`src/hdl/assert_macros.svh`:
```
// Assertion macros for the ECG heart-rate RTL
`ifndef ASSERT_MACROS_SVH
`define ASSERT_MACROS_SVH
`ifndef SYNTHESIS
`define ASSERT_IMPLY(label, clk, rst_n, ante, cons) \
  label: assert property (@(posedge clk) disable iff (!rst_n) (ante) |-> (cons)) \
    else $error("implication check failed");
`define ASSERT_NEXT(label, clk, rst_n, ante, cons) \
  label: assert property (@(posedge clk) disable iff (!rst_n) (ante) |=> (cons)) \
    else $error("next-cycle check failed");
`else
`define ASSERT_IMPLY(label, clk, rst_n, ante, cons)
`define ASSERT_NEXT(label, clk, rst_n, ante, cons)
`endif
`endif

```
`src/hdl/ecg_hr_pkg.sv`:
```
// Package: types, constants and command/status structs for the ECG heart-rate unit
package ecg_hr_pkg;

  localparam int unsigned WINDOW_LEN = 256;
  localparam int unsigned WIN_W      = $clog2(WINDOW_LEN);

  localparam logic [7:0]  ID_BYTE       = 8'h08;
  localparam logic [2:0]  LAST_DATA_IDX = 3'd6;
  localparam int unsigned NUM_LEAD_BYTES = 6;
  localparam logic [15:0] RATE_RESET    = 16'd75;
  localparam logic [15:0] RATE_NUM      = 16'd60000;
  localparam int unsigned DIV_STEPS     = 16;
  localparam int unsigned DIV_CNT_W     = $clog2(DIV_STEPS);

  typedef enum logic [2:0] {
    PH_WAIT,
    PH_HEAD,
    PH_DATA,
    PH_LAST,
    PH_DONE
  } parse_phase_t;

  typedef enum logic [2:0] {
    ST_IDLE,
    ST_PEAK,
    ST_EDGE,
    ST_DIV,
    ST_OUT
  } ctl_state_t;

  typedef struct packed {
    logic byte_take;
    logic peak_upd;
    logic edge_upd;
    logic div_step;
    logic out_load;
  } dp_cmd_t;

  typedef struct packed {
    logic last_byte;
    logic need_div;
    logic div_last;
    logic out_free;
  } dp_stat_t;

endpackage

```
`src/hdl/ecg_hr_dp.sv`:
```
// Datapath: byte framer, window peak/threshold, edge detect, serial divider, output register
`include "assert_macros.svh"

module ecg_hr_dp (
  input  logic                 clk,
  input  logic                 rst_n,
  input  logic                 cfg_wr_en,
  input  logic [15:0]          cfg_wr_data,
  input  logic [7:0]           in_rx_byte,
  input  logic [31:0]          in_time_ms,
  input  logic                 out_stall,
  output logic                 out_valid,
  output logic [15:0]          out_lead_one,
  output logic [15:0]          out_lead_two,
  output logic [15:0]          out_lead_three,
  output logic [15:0]          out_heart_rate,
  output logic                 out_beat_edge,
  input  ecg_hr_pkg::dp_cmd_t  cmd,
  output ecg_hr_pkg::dp_stat_t stat
);

  logic [15:0]               baseline_r;
  ecg_hr_pkg::parse_phase_t  phase_r, phase_nxt, eff_phase;
  logic [7:0]                head_r, head_nxt;
  logic [2:0]                count_r, count_nxt;
  logic [7:0]                pkt_r [ecg_hr_pkg::NUM_LEAD_BYTES];
  logic [31:0]               time_r;

  logic [15:0]                  peak_r;
  logic [ecg_hr_pkg::WIN_W-1:0] fill_r;
  logic [15:0]                  thr_r;
  logic                         above_r;
  logic [31:0]                  last_time_r;
  logic [15:0]                  rate_r;
  logic                         edge_r;

  logic [31:0]                      divisor_r;
  logic [15:0]                      quo_r;
  logic [15:0]                      rem_r;
  logic [ecg_hr_pkg::DIV_CNT_W-1:0] div_cnt_r;

  logic                         out_valid_r;
  logic [15:0]                  lead_two;
  logic [15:0]                  peak_new;
  logic [16:0]                  thr_sum;
  logic                         above_now;
  logic                         edge_now;
  logic [31:0]                  period;
  logic [16:0]                  trial;
  logic [16:0]                  diff;
  logic                         ge;
  logic [15:0]                  rem_nxt;
  logic [15:0]                  quo_nxt;

  assign lead_two = {pkt_r[2], pkt_r[3]};

  // framer
  assign eff_phase = in_rx_byte[7] ? phase_r : ecg_hr_pkg::PH_WAIT;

  always_comb begin
    phase_nxt = eff_phase;
    head_nxt  = head_r;
    count_nxt = count_r;
    case (eff_phase)
      ecg_hr_pkg::PH_WAIT: begin
        if (in_rx_byte == ecg_hr_pkg::ID_BYTE) begin
          phase_nxt = ecg_hr_pkg::PH_HEAD;
          count_nxt = 3'd0;
        end
      end
      ecg_hr_pkg::PH_HEAD: begin
        head_nxt  = in_rx_byte;
        phase_nxt = ecg_hr_pkg::PH_DATA;
      end
      ecg_hr_pkg::PH_DATA: begin
        count_nxt = count_r + 3'd1;
        if (count_r == ecg_hr_pkg::LAST_DATA_IDX) begin
          phase_nxt = ecg_hr_pkg::PH_LAST;
        end
      end
      ecg_hr_pkg::PH_LAST: begin
        phase_nxt = ecg_hr_pkg::PH_DONE;
      end
      default: begin
        phase_nxt = eff_phase;
      end
    endcase
  end

  assign stat.last_byte = (eff_phase == ecg_hr_pkg::PH_LAST);

  always_ff @(posedge clk) begin
    if (!rst_n) begin
      baseline_r <= '0;
      phase_r    <= ecg_hr_pkg::PH_WAIT;
      head_r     <= '0;
      count_r    <= '0;
    end else begin
      if (cfg_wr_en) begin
        baseline_r <= cfg_wr_data;
      end
      if (cmd.byte_take) begin
        phase_r <= phase_nxt;
        head_r  <= head_nxt;
        count_r <= count_nxt;
      end
    end
  end

  always_ff @(posedge clk) begin
    if (cmd.byte_take && eff_phase == ecg_hr_pkg::PH_DATA) begin
      for (int i = 0; i < ecg_hr_pkg::NUM_LEAD_BYTES; i++) begin
        if (count_r == 3'(i)) begin
          pkt_r[i] <= {head_r[count_r], in_rx_byte[6:0]};
        end
      end
    end
    if (cmd.byte_take) begin
      time_r <= in_time_ms;
    end
  end

  // window peak and threshold
  assign peak_new = (fill_r == '0 || lead_two > peak_r) ? lead_two : peak_r;
  assign thr_sum  = {1'b0, baseline_r} + {1'b0, peak_new};

  // crossing detect
  assign above_now     = lead_two > thr_r;
  assign edge_now      = !above_r && above_now;
  assign period        = time_r - last_time_r;
  assign stat.need_div = edge_now && (period != '0);

  // restoring divider, one quotient bit per cycle
  assign trial   = {rem_r, quo_r[15]};
  assign ge      = {15'd0, trial} >= divisor_r;
  assign diff    = trial - divisor_r[16:0];
  assign rem_nxt = ge ? diff[15:0] : trial[15:0];
  assign quo_nxt = {quo_r[14:0], ge};
  assign stat.div_last = (div_cnt_r == ecg_hr_pkg::DIV_CNT_W'(ecg_hr_pkg::DIV_STEPS - 1));

  always_ff @(posedge clk) begin
    if (!rst_n) begin
      peak_r      <= '0;
      fill_r      <= '0;
      thr_r       <= '0;
      above_r     <= 1'b0;
      last_time_r <= '0;
      rate_r      <= ecg_hr_pkg::RATE_RESET;
      div_cnt_r   <= '0;
    end else begin
      if (cmd.peak_upd) begin
        peak_r <= peak_new;
        if (fill_r == ecg_hr_pkg::WIN_W'(ecg_hr_pkg::WINDOW_LEN - 1)) begin
          fill_r <= '0;
          thr_r  <= thr_sum[16:1];
        end else begin
          fill_r <= fill_r + 1'b1;
        end
      end
      if (cmd.edge_upd) begin
        above_r   <= above_now;
        div_cnt_r <= '0;
        if (edge_now) begin
          last_time_r <= time_r;
        end
      end
      if (cmd.div_step) begin
        div_cnt_r <= div_cnt_r + 1'b1;
        if (stat.div_last) begin
          rate_r <= quo_nxt;
        end
      end
    end
  end

  always_ff @(posedge clk) begin
    if (cmd.edge_upd) begin
      edge_r    <= edge_now;
      divisor_r <= period;
      quo_r     <= ecg_hr_pkg::RATE_NUM;
      rem_r     <= '0;
    end
    if (cmd.div_step) begin
      quo_r <= quo_nxt;
      rem_r <= rem_nxt;
    end
  end

  // output register
  assign stat.out_free = !out_valid_r || !out_stall;

  always_ff @(posedge clk) begin
    if (!rst_n) begin
      out_valid_r <= 1'b0;
    end else if (cmd.out_load) begin
      out_valid_r <= 1'b1;
    end else if (!out_stall) begin
      out_valid_r <= 1'b0;
    end
  end

  always_ff @(posedge clk) begin
    if (cmd.out_load) begin
      out_lead_one   <= {pkt_r[0], pkt_r[1]};
      out_lead_two   <= lead_two;
      out_lead_three <= {pkt_r[4], pkt_r[5]};
      out_heart_rate <= rate_r;
      out_beat_edge  <= edge_r;
    end
  end

  assign out_valid = out_valid_r;

  `ASSERT_IMPLY(a_div_nonzero, clk, rst_n, cmd.div_step, divisor_r != '0)
  `ASSERT_IMPLY(a_no_overwrite, clk, rst_n, cmd.out_load, !out_valid_r || !out_stall)
  `ASSERT_NEXT(a_done_after_last, clk, rst_n, cmd.byte_take && stat.last_byte,
    phase_r == ecg_hr_pkg::PH_DONE)

endmodule

```
`src/hdl/ecg_hr_ctrl.sv`:
```
// Controller: sequences byte intake, heart-rate update, divider and result load
module ecg_hr_ctrl (
  input  logic                 clk,
  input  logic                 rst_n,
  input  logic                 in_valid,
  output logic                 in_stall,
  input  ecg_hr_pkg::dp_stat_t stat,
  output ecg_hr_pkg::dp_cmd_t  cmd
);

  ecg_hr_pkg::ctl_state_t state_r, state_nxt;

  always_ff @(posedge clk) begin
    if (!rst_n) begin
      state_r <= ecg_hr_pkg::ST_IDLE;
    end else begin
      state_r <= state_nxt;
    end
  end

  always_comb begin
    state_nxt = state_r;
    case (state_r)
      ecg_hr_pkg::ST_IDLE: begin
        if (in_valid && stat.last_byte) begin
          state_nxt = ecg_hr_pkg::ST_PEAK;
        end
      end
      ecg_hr_pkg::ST_PEAK: begin
        state_nxt = ecg_hr_pkg::ST_EDGE;
      end
      ecg_hr_pkg::ST_EDGE: begin
        state_nxt = stat.need_div ? ecg_hr_pkg::ST_DIV : ecg_hr_pkg::ST_OUT;
      end
      ecg_hr_pkg::ST_DIV: begin
        if (stat.div_last) begin
          state_nxt = ecg_hr_pkg::ST_OUT;
        end
      end
      ecg_hr_pkg::ST_OUT: begin
        if (stat.out_free) begin
          state_nxt = ecg_hr_pkg::ST_IDLE;
        end
      end
      default: begin
        state_nxt = ecg_hr_pkg::ST_IDLE;
      end
    endcase
  end

  always_comb begin
    cmd      = '0;
    in_stall = 1'b1;
    case (state_r)
      ecg_hr_pkg::ST_IDLE: begin
        in_stall      = 1'b0;
        cmd.byte_take = in_valid;
      end
      ecg_hr_pkg::ST_PEAK: begin
        cmd.peak_upd = 1'b1;
      end
      ecg_hr_pkg::ST_EDGE: begin
        cmd.edge_upd = 1'b1;
      end
      ecg_hr_pkg::ST_DIV: begin
        cmd.div_step = 1'b1;
      end
      ecg_hr_pkg::ST_OUT: begin
        cmd.out_load = stat.out_free;
      end
      default: begin
        in_stall = 1'b1;
      end
    endcase
  end

endmodule

```
`src/hdl/ecg_packet_parser_heart_rate_unit.sv`:
```
// Top level: ECG packet parser with threshold heart-rate detector
// Non-final bytes are taken without stalling the input; the next byte may follow at once.
// A packet-ending byte holds the input through the peak, edge and output states, also through
// the bit-serial divider when a new rate is divided out, plus any wait for the output register.
// Its result beat is registered from the output state; loading the output register frees the input.
// Synchronous active-low reset: framer unsynchronised, rate 75, threshold and baseline 0.
module ecg_packet_parser_heart_rate_unit (
  input  logic        clk,
  input  logic        rst_n,
  input  logic        cfg_wr_en,
  input  logic [15:0] cfg_wr_data,
  input  logic        in_valid,
  output logic        in_stall,
  input  logic [7:0]  in_rx_byte,
  input  logic [31:0] in_time_ms,
  output logic        out_valid,
  input  logic        out_stall,
  output logic [15:0] out_lead_one,
  output logic [15:0] out_lead_two,
  output logic [15:0] out_lead_three,
  output logic [15:0] out_heart_rate,
  output logic        out_beat_edge
);

  ecg_hr_pkg::dp_cmd_t  cmd;
  ecg_hr_pkg::dp_stat_t stat;

  ecg_hr_ctrl u_ctrl (
    .clk      (clk),
    .rst_n    (rst_n),
    .in_valid (in_valid),
    .in_stall (in_stall),
    .stat     (stat),
    .cmd      (cmd)
  );

  ecg_hr_dp u_dp (
    .clk            (clk),
    .rst_n          (rst_n),
    .cfg_wr_en      (cfg_wr_en),
    .cfg_wr_data    (cfg_wr_data),
    .in_rx_byte     (in_rx_byte),
    .in_time_ms     (in_time_ms),
    .out_stall      (out_stall),
    .out_valid      (out_valid),
    .out_lead_one   (out_lead_one),
    .out_lead_two   (out_lead_two),
    .out_lead_three (out_lead_three),
    .out_heart_rate (out_heart_rate),
    .out_beat_edge  (out_beat_edge),
    .cmd            (cmd),
    .stat           (stat)
  );

endmodule

```
`config.mk`:
```
export PLATFORM = sky130hd
export DESIGN_NAME = ecg_packet_parser_heart_rate_unit
export DESIGN_NICKNAME = d
export VERILOG_FILES = /design/src/hdl/ecg_hr_pkg.sv /design/src/hdl/ecg_hr_dp.sv /design/src/hdl/ecg_hr_ctrl.sv /design/src/hdl/ecg_packet_parser_heart_rate_unit.sv
export VERILOG_INCLUDE_DIRS = /design/src /design/src/hdl
export SDC_FILE = /design/constraint.sdc
export NUM_CORES = 1
export LEC_CHECK = 0
export BUFFER_PORTS_ARGS = -buffer_cell sky130_fd_sc_hd__buf_4
export CAP_MARGIN = 10
export CORE_MARGIN = 2
export CORE_UTILIZATION = 55
export CTS_CLUSTER_SIZE = 12
export DETAILED_ROUTE_END_ITERATION = 10
export PLACE_DENSITY = 0.77
export SKIP_CTS_REPAIR_TIMING = 1
export SLEW_MARGIN = 25
export SYNTH_ARGS = -nofsm -noshare
export SYNTH_HDL_FRONTEND = slang
export SYNTH_SLANG_ARGS = --single-unit
```
`constraint.sdc`:
```
create_clock -name clk -period 5.3 [get_ports clk]
set_input_delay 1.59 -clock clk [delete_from_list [all_inputs] [get_ports clk]]
set_output_delay 1.59 -clock clk [all_outputs]
set_load 0.01 [all_outputs]
```
==> impl_metrics.toml <==
[outcome]
status = "finished clean"

[synth]
yosysMostFrequentCell = "edfxtp_1"
synth_seq_cells = 337
yosys_warnings = 0
postSynthAreaPerCell_um2 = 11.2
yosysSeqAreaShare = 0.546
synth_area_leaders = "edfxtp_1, dfxtp_1, ha_1, mux2i_1, nor2b_1"
yosysTopAreaCellShare = 0.389
async_flop_share = 0
syn_area_um2 = 16200
synthFlopType = "edfxtp_1"
synth_edf_count = 210
synth_nets = 1619
yosysTopAreaCell = "edfxtp_1"
synth_cells = 1450
yosysUniqueCellTypes = 72
synthTopCellsByCount = "edfxtp_1, dfxtp_1, inv_1"

[worst_setup_path]
crit_end = "u_dp.thr_r[13]$_SDFFE_PN0P_"
ff2ff_path_depth = 20
crit_fanout = 6
worstPathArrival_ns = 5.08
critPathRequiredTime_ns = 5.71
r2r-end = "u_dp.thr_r[13]$_SDFFE_PN0P_"
startpoint_type = "flip-flop"
timing.rr.start = "u_dp.pkt_r[2][6]$_DFFE_PP_"
cp-end-kind = "flip-flop"
reg2reg_slack_ns = 0.62
startpoint = "u_dp.pkt_r[2][6]$_DFFE_PP_"
path_class = "flip-flop to flip-flop"

[clocking]
clockRootBuffer = "clkbuf_16"
cts_tree = "built"
cts_max_path_buffers = 3
htree_levels = 2
clkTransAtPathRegs_ns = 0.06
cts_sinks = 337
cts_made_buffers = 37
clkLatencyLatePin_ns = 0.53

[placement]
place_hpwl_um = 23400
port_buffers = 127
place_congestion = 0.909
placed_area_um2 = 17600

[timing]
rsz0062_at_grt = "no"
min_period_ns = 4.68
fin_skew_ns = 0.0135
relSlewSlack = 0.399
fin_tns_setup_ns = 0
fmax_mhz = 214
drv_slew = 0
finalSetupViolations = 0
period_share = 0.882
tightest_slew_ns = 0.901
finalHoldViolations = 0

[pwr]
power_density_nw_per_um2 = 294
pwr-share-clk = 0.434
ir_drop_uv = 277
power.switching_mw = 1.20
p_leak_nw = 7.04
pwr-share-seq = 0.512
internal-power_mw = 4.30
pwr-share-comb = 0.054
netSwitchingFraction = 0.218

[drt]
drt_first_pass_iters = 5
via_count = 10800
ant_nets = 0
routed_wl_um = 32900
drtIter0Drc = 739
drc = 0
viasPerCell = 5.44
wire_per_inst_um = 16.5

[final_layout]
areaGrowthSynthToFinish_pct = 15.3
drive_gt1_frac = 0.134
fin_nets = 1747
final_area_um2 = 18700

[grt]
overflow = 0
antenna_found_initial = 1
grt_max_degree = 97
grt_pass1_wl_um = 53500
track_usage = 0.215
grt_pass1_vias = 10600

[die]
fp.dieW_um = 176
std_cell_rows = 62
dieArea_um2 = 30900
pin_count = 128
initial_utilization = 0.562
die-height_um = 176
fp.coreArea_um2 = 28900

[worst_hold_path]
worstHoldPathCells = 0
hold_path.class = "flip-flop to flip-flop"

[run]
maxCapViolations = 0
per-layer routing:
layer / GRT usage / part of all wire
met1: 0.286 / 0.45
met2: 0.359 / 0.48
met3: 0.0310 / 0.041
met4: 0.0789 / 0.031
met5: 0 / 0
critical path: stages, from the launching register on:
cell and delay [ns]:
edfxtp_1 0.43, ha_1 0.33, a21o_1 0.18, a221oi_1 0.25, o21ai_0 0.17, a221oi_1 0.23
a31o_1 0.32, mux2i_1 0.18, nand2b_1 0.19, fa_1 0.41, nor2b_1 0.11, o21ai_0 0.13
a21oi_1 0.24, o21ai_0 0.13, a21oi_1 0.20, o21ai_0 0.13, a21oi_1 0.23, nor4_1 0.07
nor3_1 0.30, mux2i_1 0.23, a31oi_1 0.09
power groups by stage:
stage / combinational (mW) / sequential (mW) / clock [mW]
floorplan: 0.201 / 2.87 / 0
global placement: 0.288 / 2.87 / 0
detailed placement: 0.293 / 2.87 / 0
CTS: 0.295 / 2.82 / 2.45
global route: 0.327 / 2.82 / 2.55
finish: 0.295 / 2.82 / 2.39
stage by stage:
step                hold slack [ns]  utilization  cells  worst slack [ns]  total power [mW]
floorplan                     0.400            -   1450            0.0222              3.07
global placement              0.401        0.608   1922             0.842              3.16
detailed placement            0.405        0.609   1923             0.671              3.17
CTS                           0.418        0.648   1991             0.674              5.56
global route                  0.424        0.648   1992             0.272              5.70
finish                        0.417        0.648   1992             0.624              5.50
state kept, by name, indices dropped and copies added (netlist names), 32 cells and up:
name / count
u_dp.last_time_r: 32
u_dp.divisor_r: 32
u_dp.time_r: 32
u_dp.pkt_r: 48
layout by cell type, fill, tap and decap left out, drive strengths merged, types with 4 or more instances in the layout:
master / n
a221oi: 6
inv: 117
edfxtp: 210
mux2i: 77
mux2: 14
nand4: 19
a31o: 5
nor4: 11
a21oi: 76
nor2b: 86
o21a: 7
o211ai: 5
clkbuf: 57
nor3b: 8
or4: 4
ha: 105
a31oi: 11
nor2: 82
nand3b: 4
nand3: 32
xnor2: 34
o211a: 4
a21boi: 22
o21ai: 53
and3: 21
buf: 136
nor3: 21
clkinv: 8
a21o: 25
or2: 7
nand2b: 14
a211oi: 7
xor2: 22
or3: 8
nand2: 103
and2: 20
dfxtp: 127
worst min-delay path by stage:
stage / startpoint / endpoint / slack (ns)
after detailed placement: u_dp.pkt_r[5][3]$_DFFE_PP_ / out_lead_three[3]$_DFFE_PP_ / 0.40
final: u_dp.pkt_r[0][2]$_DFFE_PP_ / out_lead_one[10]$_DFFE_PP_ / 0.42
after global placement: u_dp.pkt_r[1][0]$_DFFE_PP_ / out_lead_one[0]$_DFFE_PP_ / 0.40
after CTS: u_dp.pkt_r[5][3]$_DFFE_PP_ / out_lead_three[3]$_DFFE_PP_ / 0.42
after global routing: u_dp.pkt_r[5][3]$_DFFE_PP_ / out_lead_three[3]$_DFFE_PP_ / 0.42
after floorplan: u_dp.pkt_r[1][0]$_DFFE_PP_ / out_lead_one[0]$_DFFE_PP_ / 0.40
cells by family after synthesis:
group | count (synthesis) | share of synthesized area
simple gates | 449 | 0.144
flops | 337 | 0.546
compound gates | 244 | 0.0968
buf+inv | 163 | 0.0389
fa+ha+maj | 108 | 0.0847
mux | 93 | 0.0600
xor+xnor | 56 | 0.0302
cell type report:
type	instances	area, µm²
well taps	384	480
multi-input cells	950	6770
flip-flops and latches	337	8850
repair buffers	136	1030
fillers	2254	10200
inverters	116	435
diodes	1	2.50
clock inverters	11	88.8
clock buffers	57	1040
Power figures use the tool's default switching activity.
